## src/hdl/slp_pkg.sv

```systemverilog
// Shared types and constants for the struct field layout packer.
// Holds the controller/datapath command and status words and the status codes.
// No dependencies.
`timescale 1ns / 1ps
`default_nettype none

package slp_pkg;

  localparam logic [1:0] ST_OK        = 2'd0;
  localparam logic [1:0] ST_BAD_WIDTH = 2'd1;
  localparam logic [1:0] ST_OVERFLOW  = 2'd2;

  localparam int unsigned ALIGN_W = 16;

  typedef struct packed {
    logic take;
    logic div_start;
    logic div_sel;
    logic round;
    logic place;
    logic emit;
  } cmd_t;

  typedef struct packed {
    logic in_valid;
    logic need_align;
    logic div_done;
    logic last;
    logic out_free;
  } sts_t;

  function automatic logic [1:0] raise_code(input logic [1:0] cur, input logic [1:0] code);
    return (cur == ST_OK) ? code : cur;
  endfunction

endpackage

`default_nettype wire

```

## src/hdl/slp_if.sv

```systemverilog
// Channel interfaces of the struct field layout packer.
// slp_in_if carries one field description per word, slp_out_if one placement result.
// No dependencies.
`timescale 1ns / 1ps
`default_nettype none

interface slp_in_if;
  logic        valid;
  logic        ready;
  logic [31:0] field_bytes;
  logic [15:0] align_bytes;
  logic [7:0]  bf_width;
  logic [15:0] type_id;
  logic        last_field;

  modport source (output valid, field_bytes, align_bytes, bf_width, type_id, last_field,
                  input ready);
  modport sink (input valid, field_bytes, align_bytes, bf_width, type_id, last_field,
                output ready);
endinterface

interface slp_out_if;
  logic        valid;
  logic        ready;
  logic [31:0] byte_pos;
  logic [7:0]  bit_pos;
  logic [1:0]  status;
  logic [31:0] struct_size;
  logic [15:0] struct_align;
  logic        is_last;

  modport source (output valid, byte_pos, bit_pos, status, struct_size, struct_align,
                  is_last, input ready);
  modport sink (input valid, byte_pos, bit_pos, status, struct_size, struct_align,
                is_last, output ready);
endinterface

`default_nettype wire

```

## src/hdl/slp_modulo.sv

```systemverilog
// Bit-serial restoring remainder unit: one dividend bit per cycle.
// Used by the layout datapath for alignment rounding. Depends on slp_pkg.
`timescale 1ns / 1ps
`default_nettype none

module slp_modulo #(
  parameter int unsigned OFFSET_BITS = 32
) (
  input  wire logic                       clk,
  input  wire logic                       rst,
  input  wire logic                       start,
  input  wire logic [OFFSET_BITS-1:0]     dividend,
  input  wire logic [slp_pkg::ALIGN_W-1:0] divisor,
  output logic                            idle,
  output logic [slp_pkg::ALIGN_W-1:0]     rem
);
  import slp_pkg::*;

  localparam int unsigned CW = $clog2(OFFSET_BITS + 1);

  logic                   busy;
  logic [CW-1:0]          cnt;
  logic [OFFSET_BITS-1:0] dvd;
  logic [ALIGN_W-1:0]     dsr;
  logic [ALIGN_W-1:0]     rem_r;
  logic [ALIGN_W:0]       rem_shift;
  logic [ALIGN_W:0]       rem_sub;
  logic                   ge;

  assign rem_shift = {rem_r, dvd[OFFSET_BITS-1]};
  assign ge        = rem_shift >= {1'b0, dsr};
  assign rem_sub   = rem_shift - {1'b0, dsr};

  always_ff @(posedge clk) begin
    if (rst) begin
      busy <= 1'b0;
      cnt  <= '0;
    end else if (start) begin
      busy <= 1'b1;
      cnt  <= CW'(OFFSET_BITS);
    end else if (busy) begin
      cnt <= cnt - 1'b1;
      if (cnt == CW'(1)) begin
        busy <= 1'b0;
      end
    end
  end

  always_ff @(posedge clk) begin
    if (start) begin
      dvd   <= dividend;
      dsr   <= divisor;
      rem_r <= '0;
    end else if (busy) begin
      dvd   <= dvd << 1;
      rem_r <= ge ? rem_sub[ALIGN_W-1:0] : rem_shift[ALIGN_W-1:0];
    end
  end

  assign idle = !busy;
  assign rem  = rem_r;

endmodule

`default_nettype wire

```

## src/hdl/slp_datapath.sv

```systemverilog
// Layout datapath: captured field, layout state, rounding adders and output register.
// Driven by slp_ctrl through cmd_t; depends on slp_pkg, slp_if and slp_modulo.
`timescale 1ns / 1ps
`default_nettype none

module slp_datapath #(
  parameter int unsigned OFFSET_BITS = 32
) (
  input  wire logic          clk,
  input  wire logic          rst,
  input  wire slp_pkg::cmd_t cmd,
  output slp_pkg::sts_t      sts,
  slp_in_if.sink             fields,
  slp_out_if.source          results
);
  import slp_pkg::*;

  localparam int unsigned SW = ((OFFSET_BITS > 32) ? OFFSET_BITS : 32) + 1;
  localparam logic [OFFSET_BITS-1:0] LIM = {OFFSET_BITS{1'b1}};
  localparam logic [SW-1:0] LIM_EXT = SW'(LIM);

  // Layout state.
  logic [OFFSET_BITS-1:0] run_off;
  logic [OFFSET_BITS-1:0] unit_stop;
  logic [ALIGN_W-1:0]     largest;
  logic [34:0]            unit_cap;
  logic [34:0]            unit_fill;
  logic                   unit_open;
  logic [15:0]            unit_tid;
  logic [1:0]             err;

  // Captured word and working registers.
  logic [31:0]            it_bytes;
  logic [ALIGN_W-1:0]     it_align;
  logic [7:0]             it_width;
  logic [15:0]            it_tid;
  logic                   it_last;
  logic [OFFSET_BITS-1:0] pos_r;
  logic [OFFSET_BITS-1:0] pos_keep;
  logic [7:0]             bit_keep;

  // Output register.
  logic        out_valid;
  logic [31:0] ob_byte;
  logic [7:0]  ob_bit;
  logic [1:0]  ob_status;
  logic [31:0] ob_size;
  logic [15:0] ob_align;
  logic        ob_last;

  logic                   capture;
  logic [OFFSET_BITS-1:0] base;
  logic [OFFSET_BITS-1:0] fin;
  logic [34:0]            storage;
  logic                   bad_width;
  logic [35:0]            join_sum;
  logic                   open_fresh;
  logic [OFFSET_BITS-1:0] div_dvd;
  logic [ALIGN_W-1:0]     div_dsr;
  logic                   div_idle;
  logic [ALIGN_W-1:0]     rem;
  logic [SW-1:0]          rnd_sum;
  logic                   rnd_ovf;
  logic [SW-1:0]          fb_sum;
  logic                   fb_ovf;
  logic [OFFSET_BITS-1:0] fb_sat;
  logic [SW-1:0]          size_sum;
  logic                   size_ovf;
  logic [OFFSET_BITS-1:0] size_val;
  logic                   size_raise;
  logic [ALIGN_W-1:0]     align_max;
  logic [34:0]            used_src;
  logic                   bit_big;
  logic [7:0]             bit_val;
  logic [34:0]            used_new;
  logic [34:0]            cap_src;
  logic [OFFSET_BITS-1:0] end_src;
  logic [OFFSET_BITS-1:0] run_src;
  logic                   closes;
  logic [1:0]             st_fin;

  assign capture = cmd.take && fields.valid;

  assign base       = (run_off > unit_stop) ? run_off : unit_stop;
  assign fin        = unit_open ? unit_stop : run_off;
  assign storage    = {it_bytes, 3'b000};
  assign bad_width  = (it_width != 8'd0) && ((it_bytes == 32'd0) || (35'(it_width) > storage));
  assign join_sum   = 36'(unit_fill) + 36'(it_width);
  assign open_fresh = !unit_open || (it_tid != unit_tid) || (join_sum > 36'(storage));

  assign div_dvd = cmd.div_sel ? fin : base;
  assign div_dsr = cmd.div_sel ? largest : it_align;

  slp_modulo #(.OFFSET_BITS(OFFSET_BITS)) u_modulo (
    .clk      (clk),
    .rst      (rst),
    .start    (cmd.div_start),
    .dividend (div_dvd),
    .divisor  (div_dsr),
    .idle     (div_idle),
    .rem      (rem)
  );

  assign rnd_sum = SW'(base) + SW'(it_align - rem);
  assign rnd_ovf = rnd_sum > LIM_EXT;

  assign fb_sum = SW'(pos_r) + SW'(it_bytes);
  assign fb_ovf = fb_sum > LIM_EXT;
  assign fb_sat = fb_ovf ? LIM : fb_sum[OFFSET_BITS-1:0];

  assign size_sum   = SW'(fin) + SW'(largest - rem);
  assign size_ovf   = size_sum > LIM_EXT;
  assign size_raise = (rem != '0) && size_ovf;
  assign size_val   = (rem == '0) ? fin : (size_ovf ? LIM : size_sum[OFFSET_BITS-1:0]);
  assign st_fin     = (it_last && size_raise) ? raise_code(err, ST_OVERFLOW) : err;

  assign align_max = (it_align > largest) ? it_align : largest;
  assign used_src  = open_fresh ? 35'd0 : unit_fill;
  assign bit_big   = used_src > 35'd255;
  assign bit_val   = bit_big ? 8'hFF : used_src[7:0];
  assign used_new  = used_src + 35'(it_width);
  assign cap_src   = open_fresh ? storage : unit_cap;
  assign end_src   = open_fresh ? fb_sat : unit_stop;
  assign run_src   = open_fresh ? pos_r : run_off;
  assign closes    = used_new == cap_src;

  always_ff @(posedge clk) begin
    if (rst || (cmd.emit && it_last)) begin
      run_off   <= '0;
      unit_stop <= '0;
      largest   <= ALIGN_W'(1);
      unit_cap  <= '0;
      unit_fill <= '0;
      unit_open <= 1'b0;
      unit_tid  <= '0;
      err       <= ST_OK;
    end else if (cmd.round) begin
      if ((rem != '0) && rnd_ovf) begin
        err <= raise_code(err, ST_OVERFLOW);
      end
    end else if (cmd.place) begin
      if (it_width == 8'd0) begin
        largest   <= align_max;
        unit_open <= 1'b0;
        unit_fill <= '0;
        unit_cap  <= '0;
        run_off   <= fb_sat;
        unit_stop <= fb_sat;
        if (fb_ovf) begin
          err <= raise_code(err, ST_OVERFLOW);
        end
      end else if (bad_width) begin
        err <= raise_code(err, ST_BAD_WIDTH);
      end else begin
        largest   <= align_max;
        unit_stop <= end_src;
        unit_cap  <= cap_src;
        if (open_fresh) begin
          unit_tid <= it_tid;
        end
        if ((open_fresh && fb_ovf) || bit_big) begin
          err <= raise_code(err, ST_OVERFLOW);
        end
        if (closes) begin
          run_off   <= end_src;
          unit_open <= 1'b0;
          unit_fill <= '0;
        end else begin
          run_off   <= run_src;
          unit_open <= 1'b1;
          unit_fill <= used_new;
        end
      end
    end
  end

  always_ff @(posedge clk) begin
    if (capture) begin
      it_bytes <= fields.field_bytes;
      it_align <= (fields.align_bytes == '0) ? ALIGN_W'(1) : fields.align_bytes;
      it_width <= fields.bf_width;
      it_tid   <= fields.type_id;
      it_last  <= fields.last_field;
    end
    if (cmd.round) begin
      if (rem == '0) begin
        pos_r <= base;
      end else begin
        pos_r <= rnd_ovf ? LIM : rnd_sum[OFFSET_BITS-1:0];
      end
    end
    if (cmd.place) begin
      if (it_width == 8'd0) begin
        pos_keep <= pos_r;
        bit_keep <= 8'd0;
      end else if (bad_width) begin
        pos_keep <= base;
        bit_keep <= 8'd0;
      end else begin
        pos_keep <= run_src;
        bit_keep <= bit_val;
      end
    end
    if (cmd.emit) begin
      ob_byte   <= 32'(pos_keep);
      ob_bit    <= bit_keep;
      ob_status <= st_fin;
      ob_size   <= it_last ? 32'(size_val) : 32'd0;
      ob_align  <= it_last ? largest : 16'd0;
      ob_last   <= it_last;
    end
  end

  always_ff @(posedge clk) begin
    if (rst) begin
      out_valid <= 1'b0;
    end else if (cmd.emit) begin
      out_valid <= 1'b1;
    end else if (results.ready) begin
      out_valid <= 1'b0;
    end
  end

  assign fields.ready         = cmd.take;
  assign results.valid        = out_valid;
  assign results.byte_pos     = ob_byte;
  assign results.bit_pos      = ob_bit;
  assign results.status       = ob_status;
  assign results.struct_size  = ob_size;
  assign results.struct_align = ob_align;
  assign results.is_last      = ob_last;

  assign sts.in_valid   = fields.valid;
  assign sts.need_align = (it_width == 8'd0) || (!bad_width && open_fresh);
  assign sts.div_done   = div_idle;
  assign sts.last       = it_last;
  assign sts.out_free   = !out_valid || results.ready;

  // A new result is loaded only into a free output register.
  a_emit_free: assert property (@(posedge clk) disable iff (rst)
    cmd.emit |-> (!out_valid || results.ready))
    else $error("result loaded over an unread word");

  // An open storage unit always has a nonzero capacity.
  a_open_cap: assert property (@(posedge clk) disable iff (rst)
    unit_open |-> (unit_cap != 35'd0))
    else $error("open unit without capacity");

  // The struct alignment never drops to zero.
  a_align_nz: assert property (@(posedge clk) disable iff (rst)
    largest != '0)
    else $error("largest alignment is zero");

  // A raised status holds until the struct ends.
  a_sticky: assert property (@(posedge clk) disable iff (rst)
    ((err != ST_OK) && !(cmd.emit && it_last)) |=> (err == $past(err)))
    else $error("status code changed before the last field");

  // The output register only carries defined status codes.
  a_status_code: assert property (@(posedge clk) disable iff (rst)
    out_valid |-> ((ob_status == ST_OK) || (ob_status == ST_BAD_WIDTH) ||
                   (ob_status == ST_OVERFLOW)))
    else $error("undefined status code");

endmodule

`default_nettype wire

```

## src/hdl/slp_ctrl.sv

```systemverilog
// Controller state machine of the struct field layout packer.
// Sequences capture, remainder, rounding, placement and emit; depends on slp_pkg.
`timescale 1ns / 1ps
`default_nettype none

module slp_ctrl (
  input  wire logic          clk,
  input  wire logic          rst,
  input  wire slp_pkg::sts_t sts,
  output slp_pkg::cmd_t      cmd
);
  import slp_pkg::*;

  typedef enum logic [2:0] {
    S_IDLE,
    S_CHECK,
    S_DIV1,
    S_ROUND,
    S_PLACE,
    S_FIN,
    S_DIV2,
    S_EMIT
  } state_t;

  state_t state;
  state_t state_next;

  always_comb begin
    cmd        = '0;
    state_next = state;
    case (state)
      S_IDLE: begin
        cmd.take = 1'b1;
        if (sts.in_valid) begin
          state_next = S_CHECK;
        end
      end
      S_CHECK: begin
        if (sts.need_align) begin
          cmd.div_start = 1'b1;
          state_next    = S_DIV1;
        end else begin
          state_next = S_PLACE;
        end
      end
      S_DIV1: begin
        if (sts.div_done) begin
          state_next = S_ROUND;
        end
      end
      S_ROUND: begin
        cmd.round  = 1'b1;
        state_next = S_PLACE;
      end
      S_PLACE: begin
        cmd.place  = 1'b1;
        state_next = sts.last ? S_FIN : S_EMIT;
      end
      S_FIN: begin
        cmd.div_start = 1'b1;
        cmd.div_sel   = 1'b1;
        state_next    = S_DIV2;
      end
      S_DIV2: begin
        if (sts.div_done) begin
          state_next = S_EMIT;
        end
      end
      S_EMIT: begin
        if (sts.out_free) begin
          cmd.emit   = 1'b1;
          state_next = S_IDLE;
        end
      end
      default: begin
        state_next = S_IDLE;
      end
    endcase
  end

  always_ff @(posedge clk) begin
    if (rst) begin
      state <= S_IDLE;
    end else begin
      state <= state_next;
    end
  end

endmodule

`default_nettype wire

```

## src/hdl/struct_field_layout_packer_top.sv

```systemverilog
// Top level of the struct field layout packer: controller plus datapath.
// Depends on slp_pkg, slp_if, slp_ctrl and slp_datapath.
//
//   Channel   Dir  Word                                                   Accepted when
//   fields    in   field_bytes, align_bytes, bf_width, type_id, last_field valid && ready
//   results   out  byte_pos, bit_pos, status, struct_size,                valid && ready
//                  struct_align, is_last
//
// One field at a time. A plain field, or a bitfield that opens a new unit, is reported
// after the one-bit-per-cycle remainder unit and the rounding step; a bitfield joining an
// open unit, or a bad bitfield, skips both and goes straight to placement.
// The next field can be accepted from the cycle after the result is loaded. The last field
// runs the remainder unit a second time for the struct size.
// Reset is synchronous and leaves an empty layout.
// The output register lets the next field be accepted while a result waits to be read.
`timescale 1ns / 1ps
`default_nettype none

module struct_field_layout_packer_top #(
  parameter int unsigned OFFSET_BITS = 32
) (
  input  wire logic clk,
  input  wire logic rst,
  slp_in_if.sink    fields,
  slp_out_if.source results
);
  import slp_pkg::*;

  cmd_t cmd;
  sts_t sts;

  slp_ctrl u_ctrl (
    .clk (clk),
    .rst (rst),
    .sts (sts),
    .cmd (cmd)
  );

  slp_datapath #(.OFFSET_BITS(OFFSET_BITS)) u_datapath (
    .clk     (clk),
    .rst     (rst),
    .cmd     (cmd),
    .sts     (sts),
    .fields  (fields),
    .results (results)
  );

endmodule

`default_nettype wire

```

## src/flat_wrapper.sv

```systemverilog
// flat-port wrapper written by rule: the top's interface ports become plain ports
module struct_field_layout_packer_top_flat import slp_pkg::*;
#(
  parameter int unsigned OFFSET_BITS = 32
)
  (clk, rst, fields_valid, fields_field_bytes, fields_align_bytes, fields_bf_width, fields_type_id, fields_last_field, fields_ready, results_valid, results_byte_pos, results_bit_pos, results_status, results_struct_size, results_struct_align, results_is_last, results_ready);
  slp_in_if fields_i ();
  slp_out_if results_i ();
  input  wire logic clk;
  input  wire logic rst;
  input wire logic [$bits(fields_i.valid)-1:0] fields_valid;
  input wire logic [$bits(fields_i.field_bytes)-1:0] fields_field_bytes;
  input wire logic [$bits(fields_i.align_bytes)-1:0] fields_align_bytes;
  input wire logic [$bits(fields_i.bf_width)-1:0] fields_bf_width;
  input wire logic [$bits(fields_i.type_id)-1:0] fields_type_id;
  input wire logic [$bits(fields_i.last_field)-1:0] fields_last_field;
  output wire logic [$bits(fields_i.ready)-1:0] fields_ready;
  output wire logic [$bits(results_i.valid)-1:0] results_valid;
  output wire logic [$bits(results_i.byte_pos)-1:0] results_byte_pos;
  output wire logic [$bits(results_i.bit_pos)-1:0] results_bit_pos;
  output wire logic [$bits(results_i.status)-1:0] results_status;
  output wire logic [$bits(results_i.struct_size)-1:0] results_struct_size;
  output wire logic [$bits(results_i.struct_align)-1:0] results_struct_align;
  output wire logic [$bits(results_i.is_last)-1:0] results_is_last;
  input wire logic [$bits(results_i.ready)-1:0] results_ready;
  assign fields_i.valid = fields_valid;
  assign fields_i.field_bytes = fields_field_bytes;
  assign fields_i.align_bytes = fields_align_bytes;
  assign fields_i.bf_width = fields_bf_width;
  assign fields_i.type_id = fields_type_id;
  assign fields_i.last_field = fields_last_field;
  assign fields_ready = fields_i.ready;
  assign results_valid = results_i.valid;
  assign results_byte_pos = results_i.byte_pos;
  assign results_bit_pos = results_i.bit_pos;
  assign results_status = results_i.status;
  assign results_struct_size = results_i.struct_size;
  assign results_struct_align = results_i.struct_align;
  assign results_is_last = results_i.is_last;
  assign results_i.ready = results_ready;
  struct_field_layout_packer_top #(.OFFSET_BITS(OFFSET_BITS)) u_core (.clk(clk), .rst(rst), .fields(fields_i), .results(results_i));
endmodule
```

## config.mk

```make
export PLATFORM = sky130hd
export DESIGN_NAME = struct_field_layout_packer_top_flat
export DESIGN_NICKNAME = d
export VERILOG_FILES = /design/src/hdl/slp_pkg.sv /design/src/hdl/slp_if.sv /design/src/hdl/slp_modulo.sv /design/src/hdl/slp_datapath.sv /design/src/hdl/slp_ctrl.sv /design/src/hdl/struct_field_layout_packer_top.sv /design/src/flat_wrapper.sv
export SDC_FILE = /design/constraint.sdc
export NUM_CORES = 1
export LEC_CHECK = 0
export BUFFER_PORTS_ARGS = -buffer_cell sky130_fd_sc_hd__buf_2
export CORE_AREA = 2 2 159 316
export DETAILED_ROUTE_END_ITERATION = 6
export DIE_AREA = 0 0 161 318
export PLACE_DENSITY = 0.86
export REMOVE_ABC_BUFFERS = 1
export SKIP_LAST_GASP = 1
export SLEW_MARGIN = 20
export SYNTH_ARGS = -nofsm -noshare
export SYNTH_HDL_FRONTEND = slang
export SYNTH_SLANG_ARGS = --single-unit
```

## constraint.sdc

```tcl
create_clock -name clk -period 21.2 [get_ports clk]
set_input_delay 4.24 -clock clk [delete_from_list [all_inputs] [get_ports clk]]
set_output_delay 4.24 -clock clk [all_outputs]
set_load 0.02 [all_outputs]
```

Word level (Yosys, flattened, before mapping). Cells that the tools add are included.

Input port bits: 77. Output and inout bits: 93. Bits in registers: 480.

Reduce and logical (&&, ||, !) cells: 36. Equality and inequality tests: 18. Bitwise logic cells: 3. Muxes and demuxes: 67. $lt $le $gt $ge: 9. Add/subtract/negate cells: 9.

Operators with widths (count): 32-bit 2-to-1 mux (19); 35-bit 2-to-1 mux (7); 33-bit by 32-bit > comparator with 1-bit output (second input constant) (3); 16-bit 2-to-1 mux (5); 32-bit by 33-bit adder with 33-bit output (2); 35-bit by 8-bit adder with 36-bit output (1); 36-bit by 35-bit > comparator with 1-bit output (1); 35-bit by 8-bit adder with 35-bit output (1); 35-bit == test (1); 35-bit by 8-bit > comparator with 1-bit output (second input constant) (1); 8-bit by 35-bit > comparator with 1-bit output (1); 16-bit by 16-bit subtractor with 17-bit output (2); 32-bit by 32-bit adder with 33-bit output (1); 32-bit > comparator (1); 16-bit logical NOT (2); 32-bit logical NOT (1); 3-bit case mux with 8 select lines (1); 2-bit 2-to-1 mux (11); 17-bit by 16-bit >= comparator with 1-bit output (1); 16-bit > comparator (1); 16-bit inequality test (1); 16-bit nonzero test (1); 16-bit subtractor (1); 1-bit 2-to-1 mux (15); 27 further kinds (61).

Depth between registers and ports, before layout. Gate-level depths: netlist of the first run.

Depth after elaboration: 11. Mapped depth: 49. Mapped depth without buffers: 41.

Cells and area by module. A second synthesis of the first run with hierarchy kept.

Cell total of the unflattened synthesis: 3732. Area total of the unflattened synthesis: 33183.1 µm².

By module, submodules not included: slp_datapath (times used 1, area an instance 29161.7 µm², cells an instance 3359, seq. area each 10490.1 µm²); slp_modulo (times used 1, area an instance 3781.1 µm², cells an instance 343, seq. area each 1901.8 µm²); slp_ctrl (times used 1, area an instance 240.2 µm², cells an instance 30, seq. area each 60.1 µm²).

Worst setup path after synthesis of the first run. Ideal clock, no wire load.

Path kind: in2reg. From: input port results_ready. To: register u_core.u_datapath.run_off[10]. Setup slack: 10.908 ns. Cell stages on the path: 6. Arrival time: 10.154 ns. Cell sequence: nand2b_1 > nor2b_1 > a21oi_1 > nand3_1 > clkbuf_1 > o221ai_1.

RTL lines: from (decl) (line flat_wrapper.sv:25) `input wire logic [$bits(results_i.ready)-1:0] results_ready;`; to (signal assigned) (line slp_datapath.sv:147) `run_off <= fb_sat;`; to (signal assigned) (line slp_datapath.sv:165) `run_off <= end_src;`; to (signal assigned) (line slp_datapath.sv:169) `run_off <= run_src;`; to (decl) (line slp_datapath.sv:23) `logic [OFFSET_BITS-1:0] run_off;`.

Worst setup path in the final report of the first run.
From: register u_core.u_datapath.it_width[2]. To: register u_core.u_datapath.run_off[21].

Cells in the longest elaborated chain, start to end: 9.

Ends and longest elaborated chain: from (decl) (line slp_datapath.sv:35) `logic [7:0] it_width;`; from (signal assigned) (line slp_datapath.sv:181) `it_width <= fields.bf_width;`; 35-bit by 8-bit adder with 36-bit output (line slp_datapath.sv:88) `assign join_sum = 36'(unit_fill) + 36'(it_width);`; 36-bit by 35-bit > comparator with 1-bit output (line slp_datapath.sv:89) `assign open_fresh = !unit_open || (it_tid != unit_tid) || (join_sum > 36'(storage));`; 1-bit logical OR (line slp_datapath.sv:89); 35-bit 2-to-1 mux (line slp_datapath.sv:118) `assign used_src = open_fresh ? 35'd0 : unit_fill;`; 35-bit by 8-bit adder with 35-bit output (line slp_datapath.sv:121) `assign used_new = used_src + 35'(it_width);`; 35-bit == test (line slp_datapath.sv:125) `assign closes = used_new == cap_src;`; 32-bit 2-to-1 mux (line slp_datapath.sv:164) `if (closes) begin`; 32-bit 2-to-1 mux (line slp_datapath.sv:152) `end else if (bad_width) begin`; 32-bit 2-to-1 mux (line slp_datapath.sv:142) `if (it_width == 8'd0) begin`.

Parallel ways exist; a longest one is shown, timed or not. The select of a mux whose other input is x is not followed. A chain may end at the register's enable or synchronous reset.

==> impl_results.md, run 1 <==
* Synth Warn # at 0
* DRC viols at 1
* Ys async rst share at 0%
* Clock Skews at 35.2 ps
* Vias in the first global route at 28600
* Crit-path max cell delay at 670 ps
* Final HPWL DP at 74600 µm
* Avg WL per Cell at 24.5 µm
* Total grt overflow at 0
* DP Worst Slack at 10600 ps
* RSZ-0062 raised after global routing: no
* CTS Buf Count at 44
* Hold_buf cts at 0
* Final Util at 72.9%
* Initial Utilization at 67.0%
* DRT Pass-1 Iters at 7
* CTS tree: done
* Clock transition at the registers of the reported paths at 70 ps
* Max-slew headroom at 16.3%
* Chip Width at 161 µm
* Worst vdd ir at 147 µV
* Post-route insts no fill at 4348
* Status: complete, but fails checks
* Die area at 0.0512 mm²
* Hold Path Depth at 0
* First-pass GRT wire length at 163000 µm
* Min-delay src: u_core.u_datapath.bit_keep[0]$_SDFFCE_PP0P_
* Wirelength, routed at 107000 µm
* Violated checks: DRC
* Buffer count from post-CTS setup fixing at 0
* Post-synth top area share at 26.0%
* Reg2Reg Setup Slack at 10330 ps
* Busiest grt layer: met2
* Minimum clock period at 10870 ps
* Post-synth EDFFs at 284
* Global routing usage on met3 at 6.68%
* Clock Sinks at 480
* Final Max Tran Viols at 0
* Nets at 3996
* Die height at 318 µm
* Share of layout cells above drive strength 1 at 10.8%
* Rows at 115
* Worst skew pair latency at 600 ps
* Ranking of synthesized cells by area: edfxtp_1, dfxtp_1, ha_1
* Vias at 29700
* Placed Cells at 4266
* Total of max-cap violations at 0
* Seq/Total Area, Yosys at 38.0%
* Reg2reg path depth at 40
* Ant. Diodes at 0
* Core area at 0.0489 mm²
* Final ANT Viol Nets at 0
* CTS root buffer: clkbuf_16
* Avg Cell Area, Syn at 9.06 µm²
* Clock buffer depth at 3
* Crit path max fanout at 36
* Hold Crit Endpoint: u_core.u_datapath.results.bit_pos[0]$_DFFE_PP_
* Hold crit path type: reg -> reg
* Worst setup path start: u_core.u_datapath.it_width[2]$_DFFE_PP_
* Number of H-tree levels at 2
* Crit path kind: reg -> reg
* Worst-path cell with the longest stage delay: edfxtp_1
* CP Capture Type: flip-flop
* CP startpoint kind: flip-flop
* Leakage Power at 14.4 nW
* Final period utilization at 51.3%
* Worst Tran Pin Value at 1250 ps
* # setup viols final at 0
* CP arrival at 11330 ps
* Post-Syn Area at 0.0328 mm²
* Distinct cells, synth at 90
* Largest net degree at the start of global routing at 92
* Setup TNS at 0 ps
* Port Buffer Count at 169
* I/O pin total at 170
* Setup ws final at 10330 ps
* GRT met2 Usage at 64.1%
* Via-to-Cell Ratio at 6.83
* Gpl congestion at 1.02
* GRT Total Usage at 40.8%
* Pwr per Cell Area at 136 mW/mm²
* Seq cells post-synth at 480
* Post-synthesis cell count at 3616
* Initial antenna violation count at 4
* Grt met1 use at 52.9%
* Post_cts resized at 0
* Max Freq at 92.0 MHz
* Ys flop type: edfxtp_1
* Crit path required time at 21660 ps
* Worst R2R End: u_core.u_datapath.run_off[21]$_SDFFE_PP0P_
* Number of fill cells at 3551
* Initial DRC count at 3994
* Hold Violations, Final at 0
* Reg-to-reg startpoint: u_core.u_datapath.it_width[2]$_DFFE_PP_
* Synth area leader: edfxtp_1
* Layout area overhead at 8.86%
[where the power goes]
group | internal (mW) | switching (mW)
Combinational | 0.980 | 1.57
Sequential | 1.24 | 0.177
Clock | 0.499 | 0.387
[worst max path at each step]
stage	end	slack, ps	depth (start not counted)
floorplan	u_core.u_datapath.unit_fill[17]$_SDFFE_PP0P_	1460	39
CTS	u_core.u_datapath.run_off[21]$_SDFFE_PP0P_	10540	40
global route	u_core.u_datapath.run_off[16]$_SDFFE_PP0P_	9760	40
global placement	u_core.u_datapath.run_off[18]$_SDFFE_PP0P_	10800	40
finish	u_core.u_datapath.run_off[21]$_SDFFE_PP0P_	10330	40
detailed placement	u_core.u_datapath.run_off[21]$_SDFFE_PP0P_	10600	40
[worst max-delay path: cells and delay by family (launching register included)]
kind	cells	cell delay [ps]
mux	2	560
simple gates	18	4150
fa+ha+maj	3	970
buf+inv	3	1320
compound gates	13	2900
xor+xnor	1	120
flops	1	670
[cell families after synthesis]
group,count (synthesis),synth area share (%)
simple gates,1035,15.3
compound gates,992,19.6
flops,480,38.0
buf+inv,446,5.34
fa+ha+maj,251,9.74
xor+xnor,226,6.04
mux,186,5.93
[final cells by class]
type                            count  area [µm²]  share of cell area (%)
Multi-Input combinational cell   2690       18700                    52.5
Clock inverter                     32         399                    1.12
Clock buffer                       50        1170                    3.27
Inverter                          233         875                    2.45
Sequential cell                   480       12500                    34.9
Timing Repair Buffer              220        1240                    3.46
Tap cell                          643         805                    2.25
[cells in the mapped netlist, drive strengths merged (10+ instances only)]
cell / number
a32oi: 16
and2: 38
buf: 35
xor2: 85
nor2: 301
o22ai: 28
or2: 14
o211ai: 20
inv: 233
a2bb2oi: 27
and3: 30
nand4: 40
a2111oi: 10
a31oi: 50
o221ai: 24
o31ai: 10
o21bai: 17
or4: 12
a21oi: 242
nand2: 246
mux2i: 120
xnor2: 141
clkbuf: 178
a211oi: 73
dfxtp: 196
nand3: 88
o21ai: 233
ha: 243
a21boi: 14
edfxtp: 284
mux2: 66
o21a: 37
nor3: 93
nor2b: 27
a22oi: 42
nor4: 48
or3: 19
a21o: 83
nand2b: 36
[through the flow]
step	total power, mW	instance area (µm²)	hold WS [ps]
floorplan	3.18	31900	400
global placement	3.76	34100	402
detailed placement	3.85	34100	405
CTS	4.77	35700	423
global route	5.10	35700	420
finish	4.85	35700	425
[cell usage in the layout, fill, tap and decap left out, drive strengths merged, types with 36 or more instances in the layout]
cell / synthesis / routed
xnor2: 141 / 141
clkbuf: 178 / 50
mux2: 66 / 66
nor3: 93 / 93
a21oi: 242 / 242
o21a: 37 / 37
inv: 233 / 238
xor2: 85 / 85
nor4: 48 / 48
buf: 35 / 220
a22oi: 42 / 42
mux2i: 120 / 120
nand3: 88 / 88
a31oi: 50 / 50
dfxtp: 196 / 196
nand2b: 36 / 36
nand2: 246 / 246
ha: 243 / 243
o21ai: 233 / 233
a21o: 83 / 83
a211oi: 73 / 73
nor2: 301 / 301
edfxtp: 284 / 284
and2: 38 / 38
nand4: 40 / 40
[sequential cells by signal, summed over array words and instances, names as in the netlist, 32 cells and up]
name and count:
u_core.u_datapath.it_bytes 32, u_core.u_datapath.unit_fill 35, u_core.u_datapath.pos_r 32, u_core.u_datapath.results.struct_size 32, u_core.u_datapath.u_modulo.dvd 32, u_core.u_datapath.pos_keep 32, u_core.u_datapath.run_off 32, u_core.u_datapath.unit_stop 32
u_core.u_datapath.results.byte_pos 32, u_core.u_datapath.unit_cap 35
[metal layers]
metal	part of all wire (%)	vias up
met5	0.048	-
met4	7.0	8
met3	11	453
met2	45	2012
met1	37	13900
li1	-	13400
Note: power is estimated with default switching activity, not from simulation.
==> run 2: changes to the inputs <==
CORE_AREA = 2 2 165 328   (was 2 2 159 316)
DIE_AREA = 0 0 167 330   (was 0 0 161 318)
PLACE_DENSITY = 0.81   (was 0.86)
clock period = 10.9 ns   (was 21.2 ns; I/O delays follow)
==> run 2 against run 1 <==
The flow now finishes without violations. Worst hold slack got worse by 6.0 ps. Combinational power up 95%. Count of clock-buffer cells in the layout increased by 5. Power up 95%. Flip-flop and latch count unchanged. Critical path type unchanged. Critical endpoint unchanged.
==> impl_results.md, run 2 (same netlist as run 1, synthesis figures left out) <==
* Status: complete, no violations
* Initial DRC count at 2546 (-36%)
* Initial antenna violation count at 2 (-2)
* Buffer count from post-CTS setup fixing at 0 (unchanged)
* Wirelength, routed at 119000 µm (+12%)
* Reg-to-reg startpoint: u_core.u_datapath.unit_fill[5]$_SDFFE_PP0P_
* Worst skew pair latency at 620 ps (+20 ps)
* Vias at 29700 (+0.12%)
* Hold crit path type: reg -> reg
* DP Worst Slack at 771 ps (-9830 ps)
* Clock Sinks at 480 (unchanged)
* I/O pin total at 170 (unchanged)
* Vias in the first global route at 29900 (+4.5%)
* GRT Total Usage at 42.6% (+1.8 points)
* CP arrival at 10800 ps (-530 ps)
* CP startpoint kind: flip-flop
* Crit path max fanout at 38 (+5.6%)
* Min-delay src: u_core.u_datapath.pos_keep[26]$_DFFE_PP_
* DRC viols at 0 (-1)
* Nets at 4033 (+0.93%)
* Hold_buf cts at 0 (unchanged)
* Die area at 0.0551 mm² (+7.6%)
* Max Freq at 96.5 MHz (+4.9%)
* Commonest non-fill, non-tap cell in the layout: nor2_1
* Pwr per Cell Area at 262 mW/mm² (+93%)
* Clock transition at the registers of the reported paths at 60 ps (about the same)
* Crit-path max cell delay at 650 ps (-20 ps)
* Worst setup path start: u_core.u_datapath.unit_fill[5]$_SDFFE_PP0P_
* Worst Tran Pin Value at 1230 ps (-18.3 ps)
* Clock Skews at 30.2 ps (-4.96 ps)
* Port Buffer Count at 169 (unchanged)
* Number of fill cells at 4244 (+20%)
* Clock buffer depth at 3 (unchanged)
* Final Util at 68.6% (-4.3 points)
* CTS Buf Count at 45 (+2.3%)
* Most used cell, CP: ha_1
* Final period utilization at 95.1% (+44 points)
* Setup ws final at 537 ps (-9790 ps)
* Final ANT Viol Nets at 0 (unchanged)
* Worst-path cell with the longest stage delay: dfxtp_1
* Biggest regs: u_core.u_datapath.unit_cap: 35 flops, u_core.u_datapath.unit_fill: 35 flops
* Post_cts resized at 0 (unchanged)
* Gpl congestion at 1.11 (+8.6%)
* Chip Width at 167 µm (+3.7%)
* Total grt overflow at 0 (unchanged)
* Largest net degree at the start of global routing at 92 (unchanged)
* Die height at 330 µm (+3.8%)
* RSZ-0062 raised after global routing: no
* Final HPWL DP at 88100 µm (+18%)
* Avg WL per Cell at 27.0 µm (+10%)
* Minimum clock period at 10360 ps (-506 ps)
* DRT Pass-1 Iters at 6 (-1)
* Layout area overhead at 10.0%
* CTS tree: done
* Most frequent cells in the layout: nor2_1, edfxtp_1, nand2_1, ha_1, a21oi_1
* Rows at 119 (+3.5%)
* Initial Utilization at 62.4% (-4.6 points)
* Via-to-Cell Ratio at 6.75 (-1.3%)
* Total of max-cap violations at 0 (unchanged)
* First-pass GRT wire length at 178000 µm (+9.0%)
* Crit path required time at 11340 ps (-10320 ps)
* Core area at 0.0526 mm² (+7.4%)
* Final Max Tran Viols at 0 (unchanged)
* Max-slew headroom at 17.5% (+1.2 points)
* Leakage Power at 14.6 nW (+1.3%)
* Worst vdd ir at 280 µV (+90%)
* CTS root buffer: clkbuf_16
* Number of H-tree levels at 2 (unchanged)
* Crit path kind: reg -> reg
* # setup viols final at 0 (unchanged)
* Share of layout cells above drive strength 1 at 12.0% (+1.2 points)
* Hold Violations, Final at 0 (unchanged)
* CP Capture Type: flip-flop
[run 2: changes by cell type in the layout (fill, tap and decap cells not counted), moves of 3 or more]
cell,before,now
buf_4,50,84
clkinv_1,7,1
clkinvlp_4,3,7
clkinv_2,6,9
nor4_1,46,43
nor4_2,2,5
[run 2: report_power, final]
group,total (mW),internal (mW),switching (mW),leakage (nW)
Combinational,4.97,1.91,3.05,9.59
Clock,1.72,0.965,0.759,0.756
Sequential,2.77,2.40,0.371,4.22
Total,9.47,5.28,4.18,14.6
[run 2: worst paths after layout]
path                            cells past startpoint                                          endpoint  slack, ps
worst max register to register                     32        u_core.u_datapath.run_off[21]$_SDFFE_PP0P_        540
worst min-delay path                                0  u_core.u_datapath.results.byte_pos[26]$_DFFE_PP_        420
worst max-delay path                               32        u_core.u_datapath.run_off[21]$_SDFFE_PP0P_        540
worst min register to register                      0  u_core.u_datapath.results.byte_pos[26]$_DFFE_PP_        420
[run 2: metal layers]
metal / part of all wire [%] / up-vias / global-route usage (%)
met1: 31 / 14100 / 40.2
met2: 49 / 1572 / 74.3
met3: 7.7 / 664 / 9.45
met4: 12 / 2 / 42.8
li1: - / 13400 / -
met5: 0.010 / - / 0
[run 2: critical path: cells and delay by family (launching register included)]
family / cells / cell delay (ps)
XOR/XNOR: 1 / 610
buffers and inverters: 2 / 510
AND/OR/NAND/NOR: 15 / 4410
multiplexers: 2 / 500
adder cells (fa/ha/maj): 3 / 960
flip-flops: 1 / 650
AO/OA/AOI/OAI: 9 / 2520
[run 2: layout make-up]
class,instances,area (µm²),share of cell area (%)
diodes,2,5.00,0.0139
clock buffers,55,1250,3.46
clock inverters,29,330,0.916
inverters,233,875,2.43
multi-input cells,2690,18800,52.1
flip-flops and latches,480,12500,34.5
well taps,665,832,2.31
repair buffers,256,1520,4.23
[run 2: metrics by stage]
step	std cells	area [µm²]	hold slack (ps)	power (mW)	TNS, ps
finish	4410	36100	419	9.47	0
global placement	4323	34400	401	7.48	0
detailed placement	4323	34400	405	7.57	0
CTS	4407	36000	419	9.31	0
global route	4409	36100	425	9.96	0
floorplan	3403	31900	400	6.19	-520360
